`src/hw/rtl/sit_pkg.sv`:
```
// shared types, widths and helpers for the segment intersection test
package sit_pkg;

  localparam int FIELD_W    = 16;
  localparam int COORD_BITS = 16;
  localparam int TOL_W      = 32;
  localparam int DIFF_W     = COORD_BITS + 1;
  localparam int PROD_W     = 2 * DIFF_W;
  localparam int CROSS_W    = PROD_W + 1;
  localparam int CMP_W      = ((CROSS_W > TOL_W) ? CROSS_W : TOL_W) + 1;
  localparam int N_ORIENT   = 4;

  typedef logic signed [COORD_BITS-1:0] coord_t;
  typedef logic signed [DIFF_W-1:0]     diff_t;
  typedef logic signed [PROD_W-1:0]     prod_t;
  typedef logic signed [CROSS_W-1:0]    cross_t;

  typedef enum logic [1:0] {
    ORIENT_COLLINEAR = 2'd0,
    ORIENT_CCW       = 2'd1,
    ORIENT_CW        = 2'd2
  } orient_t;

  // operands of one cross product ux*vy - uy*vx
  typedef struct packed {
    diff_t ux;
    diff_t uy;
    diff_t vx;
    diff_t vy;
  } cross_ops_t;

  typedef struct packed {
    cross_ops_t [N_ORIENT-1:0] ops;
    logic       [N_ORIENT-1:0] box;
  } diff_stage_t;

  typedef struct packed {
    prod_t [N_ORIENT-1:0] pa;
    prod_t [N_ORIENT-1:0] pb;
    logic  [N_ORIENT-1:0] box;
  } prod_stage_t;

  typedef struct packed {
    cross_t [N_ORIENT-1:0] xprod;
    logic   [N_ORIENT-1:0] box;
  } cross_stage_t;

  typedef struct packed {
    orient_t [N_ORIENT-1:0] orient;
    logic    [N_ORIENT-1:0] box;
  } orient_stage_t;

  // low COORD_BITS of the field, sign-extended from the top kept bit
  function automatic coord_t coord_of(input logic [FIELD_W-1:0] raw);
    logic [63:0] wide;
    wide = 64'(raw);
    return coord_t'(wide[COORD_BITS-1:0]);
  endfunction

  // inclusive bounding box test of p against segment e0-e1, one axis
  function automatic logic in_span(input coord_t e0, input coord_t e1, input coord_t p);
    return (p <= e0 || p <= e1) && (p >= e0 || p >= e1);
  endfunction

endpackage

```
`src/hw/rtl/sit_diff_stage.sv`:
```
// first stage: coordinate differences and bounding box flags
module sit_diff_stage
  import sit_pkg::*;
(
  input  logic                 clk,
  input  logic                 rst_n,
  input  logic                 en,
  input  logic                 valid_in,
  input  logic [FIELD_W-1:0]   a_start_x,
  input  logic [FIELD_W-1:0]   a_start_y,
  input  logic [FIELD_W-1:0]   a_end_x,
  input  logic [FIELD_W-1:0]   a_end_y,
  input  logic [FIELD_W-1:0]   b_start_x,
  input  logic [FIELD_W-1:0]   b_start_y,
  input  logic [FIELD_W-1:0]   b_end_x,
  input  logic [FIELD_W-1:0]   b_end_y,
  output logic                 valid_r,
  output diff_stage_t          data_r
);

  coord_t      asx, asy, aex, aey, bsx, bsy, bex, bey;
  diff_t       a_ux, a_uy, b_ux, b_uy;
  diff_stage_t data_nxt;

  always_comb begin
    asx = coord_of(a_start_x);
    asy = coord_of(a_start_y);
    aex = coord_of(a_end_x);
    aey = coord_of(a_end_y);
    bsx = coord_of(b_start_x);
    bsy = coord_of(b_start_y);
    bex = coord_of(b_end_x);
    bey = coord_of(b_end_y);

    a_ux = DIFF_W'(aex) - DIFF_W'(asx);
    a_uy = DIFF_W'(aey) - DIFF_W'(asy);
    b_ux = DIFF_W'(bex) - DIFF_W'(bsx);
    b_uy = DIFF_W'(bey) - DIFF_W'(bsy);

    // b_start against segment a
    data_nxt.ops[0].ux = a_ux;
    data_nxt.ops[0].uy = a_uy;
    data_nxt.ops[0].vx = DIFF_W'(bsx) - DIFF_W'(asx);
    data_nxt.ops[0].vy = DIFF_W'(bsy) - DIFF_W'(asy);
    // b_end against segment a
    data_nxt.ops[1].ux = a_ux;
    data_nxt.ops[1].uy = a_uy;
    data_nxt.ops[1].vx = DIFF_W'(bex) - DIFF_W'(asx);
    data_nxt.ops[1].vy = DIFF_W'(bey) - DIFF_W'(asy);
    // a_start against segment b
    data_nxt.ops[2].ux = b_ux;
    data_nxt.ops[2].uy = b_uy;
    data_nxt.ops[2].vx = DIFF_W'(asx) - DIFF_W'(bsx);
    data_nxt.ops[2].vy = DIFF_W'(asy) - DIFF_W'(bsy);
    // a_end against segment b
    data_nxt.ops[3].ux = b_ux;
    data_nxt.ops[3].uy = b_uy;
    data_nxt.ops[3].vx = DIFF_W'(aex) - DIFF_W'(bsx);
    data_nxt.ops[3].vy = DIFF_W'(aey) - DIFF_W'(bsy);

    data_nxt.box[0] = in_span(asx, aex, bsx) && in_span(asy, aey, bsy);
    data_nxt.box[1] = in_span(asx, aex, bex) && in_span(asy, aey, bey);
    data_nxt.box[2] = in_span(bsx, bex, asx) && in_span(bsy, bey, asy);
    data_nxt.box[3] = in_span(bsx, bex, aex) && in_span(bsy, bey, aey);
  end

  always_ff @(posedge clk) begin
    if (!rst_n) begin
      valid_r <= 1'b0;
    end else if (en) begin
      valid_r <= valid_in;
    end
  end

  always_ff @(posedge clk) begin
    if (en) begin
      data_r <= data_nxt;
    end
  end

endmodule

```
`config.mk`:
```
export PLATFORM = sky130hd
export DESIGN_NAME = sit_diff_stage
export DESIGN_NICKNAME = d
export VERILOG_FILES = /design/src/hw/rtl/sit_pkg.sv /design/src/hw/rtl/sit_diff_stage.sv
export SDC_FILE = /design/constraint.sdc
export NUM_CORES = 1
export LEC_CHECK = 0
export BUFFER_PORTS_ARGS = -buffer_cell sky130_fd_sc_hd__clkbuf_2
export CAP_MARGIN = 20
export CORE_MARGIN = 2
export CORE_UTILIZATION = 45
export CTS_CLUSTER_DIAMETER = 60
export CTS_CLUSTER_SIZE = 40
export DETAILED_ROUTE_END_ITERATION = 10
export GPL_TIMING_DRIVEN = 0
export PLACE_DENSITY = 0.69
export SLEW_MARGIN = 30
export SYNTH_ARGS = -nofsm -noshare
export SYNTH_HDL_FRONTEND = slang
export SYNTH_SLANG_ARGS = --single-unit
```
`constraint.sdc`:
```
create_clock -name clk -period 2.75 [get_ports clk]
set_input_delay 0.1375 -clock clk [delete_from_list [all_inputs] [get_ports clk]]
set_output_delay 0.1375 -clock clk [all_outputs]
set_load 0.01 [all_outputs]
```
==> results of run 1 <==
[final cells by class]
| type | instances | area (sq um) | share of cell area [%] |
|---|---|---|---|
| timing repair buffer | 414 | 2160 | 10.2 |
| sequential | 207 | 6210 | 29.3 |
| antenna | 3 | 7.51 | 0.0355 |
| tap | 518 | 648 | 3.06 |
| clock inverter | 19 | 264 | 1.25 |
| clock buffer | 25 | 604 | 2.86 |
| inverter | 171 | 642 | 3.03 |
| buffer | 107 | 721 | 3.41 |
| multi-input combinational | 1302 | 9910 | 46.8 |
[sequential cells by signal, indices dropped and copies added (netlist names)]
signal	cells
data_r	206
valid_r	1
[critical path: cells and delay by family]
| family | cells | cell delay [ns] |
|---|---|---|
| adder cells (fa/ha/maj) | 1 | 0.37 |
| buffers and inverters | 2 | 0.21 |
| AO/OA/AOI/OAI | 5 | 1.69 |
| AND/OR/NAND/NOR | 2 | 0.26 |
[cells in the mapped netlist, drive strengths merged (9+ instances only)]
library cell | n | share of area, %
nand3 | 41 | 1.2
xnor2 | 101 | 5.1
ha | 232 | 17
a21o | 48 | 2.1
nand4 | 22 | 0.79
inv | 171 | 3.7
mux2i | 11 | 0.63
o31ai | 9 | 0.47
a31oi | 18 | 0.72
nand2 | 70 | 1.5
fa | 12 | 1.4
o211ai | 18 | 0.77
a221oi | 9 | 0.56
o21ai | 70 | 2.0
nor3 | 44 | 1.3
o21bai | 13 | 0.56
nor2 | 101 | 2.2
nand2b | 35 | 1.3
clkbuf | 25 | 0.56
edfxtp | 206 | 35
nor2b | 51 | 1.8
a211oi | 11 | 0.47
a2111oi | 14 | 0.74
or3 | 9 | 0.32
a211o | 12 | 0.62
xor2 | 42 | 2.1
buf | 81 | 3.5
and3 | 21 | 0.76
a21oi | 140 | 4.0
o21a | 39 | 1.7
[metrics by stage]
step / setup TNS, ns / total power [mW] / cells / hold WS, ns / utilization (%)
final: 0 / 12.0 / 2766 / 0.0666 / 55.0
after global routing: 0 / 12.5 / 2765 / 0.0709 / 55.0
after CTS: 0 / 12.0 / 2763 / 0.0368 / 55.0
after detailed placement: -0.365 / 8.54 / 2716 / 0.378 / 52.7
after global placement: -333.23 / 8.50 / 2713 / 0.351 / 52.4
after floorplan: 0 / 6.93 / 1787 / 0.250 / -
[layer usage]
layer | vias to the layer above | routed length, microns
li1 | 7341 | -
met4 | 0 | 2370
met2 | 592 | 27400
met1 | 7250 | 22700
met5 | - | 0
met3 | 103 | 3870
[worst max-delay path by stage]
stage                             from     endpoint  slack (ns)  depth (start not counted)
after floorplan             a_end_y[0]  data_r[222]        0.57                         10
after CTS                 a_start_y[4]    data_r[0]        0.48                         11
final                     b_start_y[2]  data_r[256]        0.39                         10
after detailed placement  a_start_y[4]    data_r[0]       -0.11                         11
after global placement              en      valid_r       -1.72                          3
after global routing      b_start_y[2]  data_r[256]        0.30                         10
[power breakdown]
part	switching, mW	total [mW]	internal, mW
combinational	2.39	4.13	1.74
sequential	0.230	4.38	4.15
clock	1.63	3.46	1.83
[kinds of logic after synthesis]
kind of cell,after synthesis,share of synthesized area (%)
AOI/OAI and AO/OA,460,17.7
adders and majority gates,244,18.0
and+or+nand+nor,444,13.2
muxes,11,0.630
xor gates and xnor gates,143,7.17
DFF,207,35.5
buffers and inverters,278,7.80
[what timing repair did]
| item | 4_1_cts | 5_1_grt |
|---|---|---|
| endpoints found under the hold margin | 22 | 0 |
| hold buffers | 3 | 0 |
| resized for setup | 0 | 0 |
| endpoints found under the setup margin | 0 | 0 |
==> impl_results.md, run 1 <==
* Status: complete, no violations
* Fillers at 3,484
* FF-to-FF setup slack at 1.59 ns
* Tot GR Track Use at 27.3%
* Layout cells sized above 1 at 25.3%
* Crit-path cells: clkbuf_2 > inv_1 > ha_1 > nor2b_1 > o31a_1 > o211ai_1 > nand2_1 > a31oi_1 > a21oi_1 > o311ai_1
* Antenna-violating nets left at 0
* Ys flop type: edfxtp_1
* Fin Clk Skew at 0 ns
* Mean post-synth cell area at 9.78 sq um
* Clk root buf: clkbuf_16
* CP peak stage delay at 0.52 ns
* Gr busiest metal: met2
* DR WL/cell at 20.4 microns
* Register bit total from synthesis at just over 200
* Pre-CTS WS at -0.108 ns
* Worst-Margin Slew at 0.788 ns
* Max VDD drop at 0.000439 V
* Yosys warnings at 0
* DR DRC count at 0
* Sequential share of the synthesized area at 35.5%
* RR Startpoint: valid_r
* Commonest non-fill, non-tap cells in the layout: 407 x clkbuf_2, 232 x ha_1, 206 x edfxtp_1
* Std-Cell Rows at about 70
* Starting Density at 45.4%
* Drt first-iter violations at 1,002
* Met3 Use GR at 4.37%
* Fmax at 423 MHz
* Min-Delay Startpoint: a_start_x[0]
* Drt pass-1 iters at 5
* EDFF count, synth at between 200 and 250
* Placer Congestion at between 0.9 and 1
* Worst-skew pair later-pin latency at 0.56 ns
* Crit-path max FO at 4
* Final setup fails at 0
* GRT met2 Usage at 48.4%
* HPWL after DPL at between 40 and 50 mm
* P per Cell Area at 565 nW/um^2
* Gr ovfl total at 0
* Final Cycle Share at 85.9%
* Design area at approximately 21,000 sq um
* DIE AREA at about 40,000 sq um
* Hold depth at 3
* CTS buffer count at 24
* Number of global-route vias before repair at about 15,000
* Fin nets at 2,603
* Final wirelength at roughly 56 mm
* Via count at 15,286
* Most common cell after layout, fill and taps aside: clkbuf_2
* Area after detailed placement at roughly 20,000 sq um
* CTS Sinks at 207
* Critical path startpoint category: input port
* Antenna violations before repair at 3
* Reg2Reg Depth at 3
* Port bufs at 408
* Crit path DAT at approximately 2.7 ns
* Worst endpoint required time at 3.06 ns
* Unique masters post-synth at 84
* Area Growth Syn to Fin at 21.1%
* Reg-to-reg endpoint: valid_r
* Hold endpoint: data_r[123]
* Final hold viol count at 0
* Clock Path Buffers at 3
* Crit Path Class: input port to register
* Cell Area, Synth at approximately 17,000 sq um
* I/O pin count at between 400 and 500
* Syn_nets at 2,163
* Setup ws final at 0.387 ns
* Crit-path slowest cell: a31oi_1
* Post-layout min period at 2.36 ns
* Worst setup EP type: register
* Chip height at 201 microns
* Area of the core at just under 40,000 sq um
* TritonCTS clock tree: yes
* Leakage at 9.88 nW
* RSZ-0062 raised after global routing: no
* Worst min-delay path class: input port to register
* Reg clk slew, reported paths at roughly 0.070 ns
* Largest net degree at the start of global routing at 82
* GR Layer Usage met1 at 32.8%
* DR vias/cell at 5.53
* Slew HR at a little under half
* Die Span X at 201 microns
* Htree depth at 1
* Synth async-reset ratio at 0%
* Max-cap violations at 0
* Post-Synthesis Cells at 1,787
* Final Slew Violations at 0
* Post-CTS Setup Bufs at 0
* First-pass GRT wire length at 84.8 mm
Power figures use the tool's default switching activity.
==> inputs of run 2 (changes only) <==
--- a/config.mk
+++ b/config.mk
@@ -5,7 +5,7 @@
 export SDC_FILE = /design/constraint.sdc
 export NUM_CORES = 1
 export LEC_CHECK = 0
-export BUFFER_PORTS_ARGS = -buffer_cell sky130_fd_sc_hd__clkbuf_2
+export BUFFER_PORTS_ARGS = -buffer_cell sky130_fd_sc_hd__buf_4
 export CAP_MARGIN = 20
 export CORE_MARGIN = 2
 export CORE_UTILIZATION = 45
==> run 2 against run 1 <==
Compared with the run above: register-to-register slack barely moved; fmax rose by 0.10%; sequential power barely moved; clock skew did not move; utilization rose by 2.4 points; global-route usage rose by 0.66 points; worst hold slack got worse by 0.043 ns; critical path depth did not move; critical endpoint is now data_r[269]; largest cell class unchanged.
==> impl_results.md, run 2 (synthesis gave the netlist of run 1 again) <==
* Status: complete, no violations
* Commonest non-fill, non-tap cells in the layout: 479 x buf_4, 232 x ha_1, 206 x edfxtp_1
* Gr ovfl total at 0
* Largest regs: data_r (206), valid_r (1)
* DR DRC count at 0
* Worst-Margin Slew at approximately 0.9 ns
* Antenna violations before repair at 0
* Largest register FFs at 206
* RSZ-0062 raised after global routing: no
* Ant diodes at 0
* Fin nets at between 2,000 and 3,000
* HPWL after DPL at around 49 mm
* Htree depth at 1
* Post-layout min period at 2.36 ns
* Sequential Power Share at 35.8%
* Max VDD drop at ~0.00055 V
* Max-cap violations at 0
* Slew HR at 39.0%
* Most common cell after layout, fill and taps aside: buf_4
* Combinational share of power at a little under two fifths
* Area of the core at 38,500 sq um
* Crit path DAT at 2.59 ns
* Leakage at 10.1 nW
* Drt pass-1 iters at 5
* Antenna-violating nets left at 0
* Register bank with the most flops: data_r
* Worst min-delay path class: input port to register
* P per Cell Area at between 500 and 600 nW/um^2
* Worst-skew pair later-pin latency at between 0.5 and 0.6 ns
* Via count at 15,370
* Int Pwr at 8.12 mW
* Crit-path slowest cell: a2111oi_0
* Pre-CTS WS at -0.0783 ns
* Crit Path Class: input port to register
* Final Cycle Share at between 80% and 90%
* Std-Cell Rows at 72
* Chip height at 201 microns
* Design area at 22,100 sq um
* I/O pin count at 409
* Fmax at 424 MHz
* Final setup fails at 0
* Crit-path cells: buf_4 > ha_1 > fa_1 > nor2b_1 > o21ai_1 > a21o_1 > a21oi_1 > and2_1 > o21ai_1 > a2111oi_0
* Final hold viol count at 0
* Drt first-iter violations at 931
* Crit path top cell by count: o21ai_1
* # hold bufs at CTS at 2
* Area Growth Syn to Fin at 26.4%
* Port bufs at 408
* Final Slew Violations at 0
* Critical path startpoint category: input port
* Crit-path max FO at 4
* Fillers at 3,354
* Setup TNS at 0 ns
* Largest net degree at the start of global routing at 95
* Number of global-route vias before repair at 15,404
* Layout cells sized above 1 at between 20% and 30%
* Setup ws final at 0.389 ns
* Utilization after layout at 57.4%
* Post-CTS Setup Bufs at 0
* First-pass GRT wire length at 87.3 mm
* CTS buffer count at 24
* Starting Density at a little under half
* CTS Sinks at approximately 210
* DR WL/cell at roughly 21 microns
* Fin Clk Skew at 0 ns
* Final wirelength at 58.1 mm
* Reg clk slew, reported paths at 0.07 ns
* Clock Path Buffers at 3
* Die Span X at 201 microns
* Tot GR Track Use at roughly 28%
* Clk root buf: clkbuf_16
* CP peak stage delay at 0.78 ns
* Cells after DPL at 2,715
* Worst endpoint required time at slightly below 3 ns
* Worst setup EP type: register
* Switching pwr at slightly above 4 mW
* Clock Power Share at 27.1%
* DR vias/cell at 5.57
* TritonCTS clock tree: yes
* Area after detailed placement at 21,200 sq um
* Layout Cells excl Fill at 2,759
* Sw Share at 33.8%
* Post-CTS Resized at 0
* Placer Congestion at 0.942
* DIE AREA at 40,400 sq um
==> run 2: changes by cell type in the layout (fill, tap and decap cells not counted), sizes merged <==
| cell | before | now |
|---|---|---|
| clkbuf | 458 | 50 |
| buf | 84 | 491 |
| diode | 3 | 0 |
| inv | 178 | 175 |
| bufinv | 1 | 2 |
| clkinv | 11 | 10 |
| clkinvlp | 0 | 1 |
| dlygate4sd3 | 3 | 2 |
==> run 2: per-layer routing <==
metal / GRT usage, % / part of all wire [%]
met1: 33.5 / 40
met2: 50.5 / 50
met3: 4.43 / 7.1
met4: 9.92 / 3.7
met5: 0 / 0
==> run 2: per-stage QoR <==
step | power, mW | hold WS [ns]
after floorplan | 6.93 | 0.250
after global placement | 8.91 | 0.354
after detailed placement | 8.97 | 0.369
after CTS | 12.3 | 0.00908
after global routing | 12.8 | 0.0301
final | 12.3 | 0.0238
==> run 2: path summary, 6_finish.rpt <==
kind,slack [ns],endpoint,depth (start not counted),start
worst min-delay path,0.02,data_r[123],3,a_start_x[0]
worst max register to register,1.59,valid_r,3,valid_r
worst max-delay path,0.39,data_r[269],10,b_start_x[0]
worst min register to register,1.08,valid_r,3,valid_r
==> run 2: area by class of cell <==
cell class                 count  area [sq um]  area share [%]
clock inverter                17           208           0.941
timing repair buffer         412          3150            14.2
tap                          518           648            2.94
inverter                     171           642            2.91
buffer                       107           721            3.26
multi-input combinational   1302          9910            44.9
sequential                   207          6210            28.1
clock buffer                  25           604            2.74
==> run 2: power by group through the flow <==
stage / Combinational, mW / Clock [mW] / Sequential (mW)
2_1_floorplan: 2.30 / 0 / 4.63
3_3_place_gp: 4.45 / 0 / 4.46
3_5_place_dp: 4.52 / 0 / 4.45
4_1_cts: 4.55 / 3.37 / 4.40
5_1_grt: 4.90 / 3.50 / 4.44
6_report: 4.54 / 3.32 / 4.39
==> run 2: worst max-delay path: cells and delay by family <==
family | cells | cell delay, ns
adders and majority gates | 2 | 0.64
AOI/OAI and AO/OA | 5 | 1.37
and+or+nand+nor | 2 | 0.31
buffers and inverters | 1 | 0.14
==> inputs of run 3 (changes only) <==
--- a/config.mk
+++ b/config.mk
@@ -7,6 +7,7 @@
 export LEC_CHECK = 0
 export BUFFER_PORTS_ARGS = -buffer_cell sky130_fd_sc_hd__buf_4
 export CAP_MARGIN = 20
+export CORE_ASPECT_RATIO = 0.6
 export CORE_MARGIN = 2
 export CORE_UTILIZATION = 45
 export CTS_CLUSTER_DIAMETER = 60
==> run 3 against run 2 <==
Compared with the run above: global-route usage grew 1.5 points; register-to-register slack lost 0.03 ns; critical endpoint is now data_r[0]; worst hold slack lost 0.0013 ns; flip-flop and latch count is the same; first-iteration DRC count grew 72%; fmax shrank 10%; final area shrank 0.98%; final cell count shrank 0.40%; clock skew is the same; die area grew 0.13%; non-clock buffer count is the same.
==> impl_results.md, run 3 (synthesis gave the netlist of run 1 again) <==
* Switching pwr at 4.12 mW
* Final Slew Violations at 0
* Area of the core at 38,000 sq um
* Slew HR at 42.7%
* Post-layout min period at approximately 2.6 ns
* Area Growth Syn to Fin at 25.1%
* Final Cycle Share at 95.4%
* Setup ws final at 0.127 ns
* Leakage at about 10 nW
* Crit Path Class: input port to register
* Std-Cell Rows at 55
* Utilization after layout at a little under three fifths
* Largest net degree at the start of global routing at 84
* Reg clk slew, reported paths at 0.07 ns
* Number of global-route vias before repair at 14,091
* Antenna violations before repair at 4
* Clock Power Share at between 20% and 30%
* First-pass GRT wire length at 88.9 mm
* Port bufs at around 400
* Fmax at 381 MHz
* Final setup fails at 0
* Setup TNS at 0 ns
* Antenna-violating nets left at 0
* HPWL after DPL at 51.3 mm
* Fin nets at between 2,000 and 3,000
* Reg2Reg Depth at 3
* DR vias/cell at 5.63
* Chip height at 157 microns
* Layout Cells excl Fill at 2,748
* CTS Sinks at 207
* Worst-skew pair later-pin latency at 0.52 ns
* Cells after DPL at 2,710
* Worst endpoint required time at between 3 and 4 ns
* Clock Path Buffers at 3
* TritonCTS clock tree: yes
* RSZ-0062 raised after global routing: no
* Hold depth at 1
* Design area at 21,900 sq um
* Final wirelength at between 60 and 70 mm
* Critical path startpoint category: input port
* Most common cell after layout, fill and taps aside: buf_4
* Final hold viol count at 0
* Tot GR Track Use at a little under 30%
* DR WL/cell at 22.3 microns
* Clk root buf: clkbuf_16
* Combinational share of power at 39.9%
* Htree depth at 1
* Drt pass-1 iters at 6
* Register bank with the most flops: data_r
* Crit path DAT at 2.89 ns
* Worst min-delay path class: input port to register
* Crit-path max FO at 7
* Fin Clk Skew at 0 ns
* Area after detailed placement at approximately 21,000 sq um
* CTS buffer count at 19
* Starting Density at 46.0%
* Status: complete, no violations
* Fillers at between 3,000 and 4,000
* DIE AREA at 40,500 sq um
* Layout cells sized above 1 at 25.0%
* P per Cell Area at 536 nW/um^2
* Placer Congestion at 0.985
* Tot Pwr at roughly 12 mW
* Worst setup EP type: register
* Max-cap violations at 0
* Worst Hold Slack at 0.0225 ns
* Gr ovfl total at 0
* Largest regs: data_r (206), valid_r (1)
* Sequential Power Share at 37.3%
* Die Span X at 258 microns
* Worst-Margin Slew at around 0.86 ns
* Via count at 15,477
* Drt first-iter violations at approximately 1,600
* DR DRC count at 0
* Max VDD drop at 0.000460 V
* Sw Share at about a third
* Commonest non-fill, non-tap cells in the layout: 479 x buf_4, 232 x ha_1, 206 x edfxtp_1
* Pre-CTS WS at -0.256 ns
* I/O pin count at 409
* Int Pwr at 7.60 mW
* Largest register FFs at 206
run 3: changes by cell type in the layout (fill, tap and decap cells not counted):
cell | previous run | this run
clkinv_4 | 4 | 3
inv_12 | 1 | 0
clkinv_8 | 3 | 1
bufinv_16 | 2 | 0
clkbuf_16 | 24 | 19
diode_2 | 0 | 3
clkinvlp_4 | 1 | 2
inv_8 | 0 | 1
nor4_1 | 6 | 5
nor4_2 | 0 | 1
run 3: what timing repair did:
item | in CTS | in global routing
hold buffers | 2 | 0
setup buffers | 0 | 0
gates resized for setup | 0 | 0
endpoints found under the hold margin | 1 | 0
run 3: worst paths after layout:
check / startpoint / endpoint / slack [ns]
max: a_start_y[4] / data_r[0] / 0.13
min: en / data_r[6] / 0.02
max reg2reg: valid_r / valid_r / 1.56
min reg2reg: valid_r / valid_r / 1.11
run 3: layer usage:
| metal | track usage (%) | part of all wire, % |
|---|---|---|
| met5 | 1.09 | 0.057 |
| met4 | 6.39 | 2.1 |
| met3 | 7.42 | 10 |
| met2 | 39.4 | 39 |
| met1 | 46.1 | 48 |
run 3: area by class of cell:
| cell class | count | area [sq um] | area share [%] |
|---|---|---|---|
| Inverter | 171 | 642 | 2.94 |
| Tap cell | 513 | 642 | 2.94 |
| Clock buffer | 20 | 479 | 2.19 |
| Sequential cell | 207 | 6210 | 28.4 |
| Timing Repair Buffer | 412 | 3150 | 14.4 |
| Clock inverter | 13 | 109 | 0.498 |
| Multi-Input combinational cell | 1302 | 9910 | 45.3 |
| Antenna cell | 3 | 7.51 | 0.0343 |
| Buffer | 107 | 721 | 3.30 |
run 3: critical path, stage by stage:
cell and delay [ns]:
buf_4 0.09, inv_1 0.07, ha_1 0.28, clkbuf_1 0.33, and3_1 0.28, o21ai_1 0.21
a21oi_1 0.42, o31ai_2 0.16, a41oi_1 0.62, xnor2_1 0.20, a2bb2oi_1 0.08
run 3: power groups by stage:
stage / Sequential, mW / Clock [mW] / Combinational [mW]
after CTS: 4.39 / 2.72 / 4.61
after detailed placement: 4.45 / 0 / 4.58
after global placement: 4.46 / 0 / 4.51
after global routing: 4.43 / 2.83 / 5.01
after floorplan: 4.63 / 0 / 2.30
final: 4.38 / 2.67 / 4.67
